[src/rtl/lsbd_pkg.sv]
// Shared types and constants for the LiDAR scan binning block.
// Used by lsbd_alu, lsbd_mem and lidar_scan_bin_double_buffer; no dependencies.
`timescale 1ns / 1ps

package lsbd_pkg;

    // Bin geometry: two banks of whole-degree bins
    localparam int ANGLE_BINS = 360;
    localparam int BIN_DEPTH  = 2 * ANGLE_BINS;
    localparam int ADDR_W     = $clog2(BIN_DEPTH);
    localparam int BIN_W      = $clog2(ANGLE_BINS + 1);

    // Shared arithmetic unit widths
    localparam int ALU_W = 18;
    localparam int ALU_Y = 2 * ALU_W;

    // Arithmetic constants
    localparam logic [ALU_W-1:0] FULL_TURN_X100 = 18'd36000;
    localparam logic [ALU_W-1:0] ROUND_HALF     = 18'd50;
    localparam logic [ALU_W-1:0] DEG_SCALE      = 18'd100;
    localparam logic [ALU_W-1:0] BINS_CONST     = 18'd360;
    // floor(x / 100) = (x * 5243) >> 19, exact for x below 43690
    localparam logic [ALU_W-1:0] RECIP_100      = 18'd5243;
    localparam int               RECIP_100_SH   = 19;
    // floor(x / 360) = (x * 93207) >> 25, exact for any 16-bit x
    localparam logic [ALU_W-1:0] RECIP_360      = 18'd93207;
    localparam int               RECIP_360_SH   = 25;
    localparam logic signed [ALU_W-1:0] ERR_LO  = -18'sd18000;
    localparam logic signed [ALU_W-1:0] ERR_HI  = 18'sd18000;

    // Configuration register indexes
    typedef logic [1:0] t_cfg_idx;
    localparam t_cfg_idx CFG_MIN_UNIQUE = 2'd0;
    localparam t_cfg_idx CFG_MIN_POINTS = 2'd1;
    localparam t_cfg_idx CFG_MAX_DELTA  = 2'd2;
    localparam t_cfg_idx CFG_NO_DIST    = 2'd3;
    localparam int       CFG_DATA_W     = 16;

    // Command codes
    localparam logic CMD_POINT = 1'b0;
    localparam logic CMD_QUERY = 1'b1;

    // Shared unit operations
    typedef enum logic [1:0] {
        ALU_ADD,
        ALU_SUB,
        ALU_MUL
    } t_alu_op;

    // Input item
    typedef struct packed {
        logic        cmd;
        logic [15:0] point_angle_x100;
        logic [15:0] point_distance;
        logic [7:0]  point_quality;
        logic        scan_done;
        logic [15:0] query_degree;
    } t_in;

    // Result item
    typedef struct packed {
        logic               found;
        logic [15:0]        asked_degree;
        logic [15:0]        matched_angle_x100;
        logic signed [15:0] angle_error_x100;
        logic [15:0]        hit_distance;
        logic [7:0]         hit_quality;
        logic [31:0]        scan_number;
        logic [8:0]         bins_filled;
        logic [31:0]        scans_dropped;
    } t_out;

    // One bin entry of the store
    typedef struct packed {
        logic        valid;
        logic [15:0] distance;
        logic [15:0] angle;
        logic [7:0]  quality;
    } t_entry;

endpackage

[src/rtl/lsbd_alu.sv]
// Shared arithmetic unit: add, subtract or multiply on 18-bit operands.
// Depends on lsbd_pkg.
`timescale 1ns / 1ps

module lsbd_alu (
    input  lsbd_pkg::t_alu_op                i_op,
    input  logic [lsbd_pkg::ALU_W-1:0]       i_a,
    input  logic [lsbd_pkg::ALU_W-1:0]       i_b,
    output logic [lsbd_pkg::ALU_Y-1:0]       o_y
);
    import lsbd_pkg::*;

    // Add and subtract in two's complement, multiply unsigned
    always_comb begin
        case (i_op)
            ALU_ADD: o_y = {{ALU_W{i_a[ALU_W-1]}}, i_a} + {{ALU_W{i_b[ALU_W-1]}}, i_b};
            ALU_SUB: o_y = {{ALU_W{i_a[ALU_W-1]}}, i_a} - {{ALU_W{i_b[ALU_W-1]}}, i_b};
            ALU_MUL: o_y = {{ALU_W{1'b0}}, i_a} * {{ALU_W{1'b0}}, i_b};
            default: o_y = '0;
        endcase
    end

endmodule

[config.mk]
export PLATFORM = sky130hd
export DESIGN_NAME = lsbd_alu
export DESIGN_NICKNAME = d
export VERILOG_FILES = /design/src/rtl/lsbd_pkg.sv /design/src/rtl/lsbd_alu.sv
export SDC_FILE = /design/constraint.sdc
export NUM_CORES = 1
export LEC_CHECK = 0
export ABC_AREA = 1
export BUFFER_PORTS_ARGS = -buffer_cell sky130_fd_sc_hd__buf_2
export CORE_MARGIN = 1.5
export CORE_UTILIZATION = 45
export DETAILED_ROUTE_END_ITERATION = 8
export GPL_TIMING_DRIVEN = 0
export SYNTH_ARGS = -nofsm -noshare
export SYNTH_HDL_FRONTEND = slang
export SYNTH_SLANG_ARGS = --single-unit
[constraint.sdc]
create_clock -name vclk -period 12.15
set_clock_uncertainty 0.15 [all_clocks]
set_input_delay 3.0375 -clock vclk [all_inputs]
set_output_delay 3.0375 -clock vclk [all_outputs]
set_load 0.02 [all_outputs]
==> impl_metrics.tcl <==
set metrics [dict create \
    io_buffers 74 \
    antenna_left 0 \
    status "finished clean" \
    syn_area_um2 14200 \
    synth_top_area_share_pct 36.5 \
    clock_buffers 0 \
    synth_cell_types 35 \
    hold_viol_final 0 \
    cp-start-kind "primary input" \
    grt_overflow 0 \
    max_slew_margin_pct 51.1 \
    setup_violations 0 \
    start_util_pct 46.0 \
    rsz0062_at_grt "true" \
    grt_max_degree 20 \
    core_region_area_um2 30700 \
    ios 74 \
    grt_pass1_wl_mm 75.7 \
    nNetsFinal 2635 \
    period_minus_slack_ps 11950 \
    drt-initial-drc-count 1048 \
    clock.fmax_mhz 83.7 \
    gp_congestion 0.950 \
    cts_resized 36 \
    synth_area_leader_cell "fa_1" \
    drc_errors 0 \
    yosys_warnings 0 \
    syn_to_final_growth_pct 6.26 \
    seq_area_um2 0 \
    first_pass_iters 7 \
    worst_slew_pin_slew_ps 731 \
    place_area_um2 15000 \
    seq_cells 0 \
    cp_data_arrival_time_ps 8760 \
    yosys-top-cells-area "fa_1, nand2_1, inv_1, ha_1, nand3_1" \
    fillCellCount 3337 \
    slew_viol_final 0 \
    dp_hpwl_mm 41.0 \
    synth.avg_cell_area_um2 6.58 \
    first_global_vias 13500 \
    avgRoutedWirePerCell_um 18.1 \
    synth_nets 2594 \
    grt_usage_pct 30.1 \
    path_max_fanout 10 \
    period_share_pct 98.3 \
    cts_hold_buf 0 \
    crit_type "primary input to output port" \
    viasPerCell 5.11 \
    crit_path_end_kind "output port" \
    drive_gt1_share_pct 7.03 \
    hp-class "primary input to output port" \
    postCtsSetupRepairBufs 0 \
    seq_area_frac_synth_pct 0 \
    rows 64 \
    die_y_um 180 \
    fin_area_um2 15000 \
    antenna_found_initial 1 \
    fp.dieArea_um2 32500 \
    drv_cap 0 \
    die_w_um 180 \
    wl_mm 46.9 \
    netlist_instances 2152 \
    via_count 13200 \
    worstPathRequired_ps 8960 \
]
-- path summary, 6_finish.rpt --
| check | start | end | slack (ps) | depth (start not counted) |
|---|---|---|---|---|
| max | i_b[14] | o_y[32] | 200 | 23 |
| min | i_op[1] | o_y[0] | 6280 | 3 |
-- metrics by stage --
step	setup TNS (ps)	cells	hold slack [ps]	setup WS [ps]	utilization, %
final	0	2588	6280	204	48.9
after global routing	-7.80	2587	6340	-6.23	48.9
after CTS	0	2594	6280	18.4	48.7
after detailed placement	-12320	2622	6280	-663	48.9
after global placement	-12400	2622	6280	-710	48.9
after floorplan	0	2152	6150	922	-
-- cell families after synthesis --
family	after synthesis	share of synthesized area [%]
adder cells (fa/ha/maj)	404	49.4
buffers and inverters	721	19.4
AO/OA/AOI/OAI	121	4.68
XOR/XNOR	5	0.309
AND/OR/NAND/NOR	901	26.2
-- cells in the mapped netlist --
cell type	count
a21oi_2	1
xnor2_1	3
buf_1	7
nand3b_1	6
o21bai_1	4
o221ai_1	2
inv_1	626
o311ai_0	1
and2_1	4
nand2_2	3
o211ai_1	1
clkbuf_1	70
a21o_1	4
o21ai_1	1
fa_1	258
buf_4	1
nand2_1	648
buf_8	1
a31oi_1	1
nand3_1	122
a21oi_1	59
nand3_2	7
xor2_1	2
o21ai_0	40
buf_6	2
ha_1	146
nand3_4	2
nor3_1	6
nor2_1	81
nor2_2	3
or2_2	6
buf_2	11
inv_2	3
nand4_1	13
a21boi_0	7
-- placed cells by master, fill, tap and decap left out, types with 3 or more instances in the layout --
master	n
buf_2	81
nor2_1	76
fa_1	258
inv_2	3
clkbuf_2	11
and2_1	4
clkbuf_4	16
or2_2	6
nand2_2	3
a21o_1	4
o21ai_0	40
o21bai_1	4
a21boi_0	7
nand2_1	648
nand4_1	13
ha_1	146
buf_6	8
nand3b_1	6
nand3_2	7
nor2_2	8
a21oi_1	59
inv_1	626
nor3_1	6
nand3_1	122
buf_4	7
xnor2_1	3
clkbuf_1	7
-- per-layer routing --
layer  wire, um  share of wire [%]  GRT usage, %  vias to the layer above
li1           -                  -             -                     6282
met1      20200                 43          40.9                     6444
met2      22500                 48          52.9                      452
met3       2980                6.4          2.10                       57
met4       1200                2.6          6.15                        0
met5          0                  0             0                        -
-- cell type report --
type,count,area [um2],area share [%]
timing repair buffer,74,385,2.56
multi-input combinational,1431,11400,75.9
buffer,57,379,2.52
inverter,629,2360,15.7
antenna,1,2.50,0.0166
tap,396,495,3.29
-- critical path, cell delays in order --
cell      delay (ps)
buf_2            290
clkbuf_2         420
nand2_1          130
fa_1             500
inv_1             60
fa_1             560
fa_1             440
fa_1             470
fa_1             500
inv_1             50
fa_1             540
inv_1             70
ha_1             380
nand2_1          150
nor2_1           210
and2_1           270
and2_1           150
nand2_1           60
nand2_1           80
nand2_1           50
nand3_1           70
nand3_1           80
buf_2            160
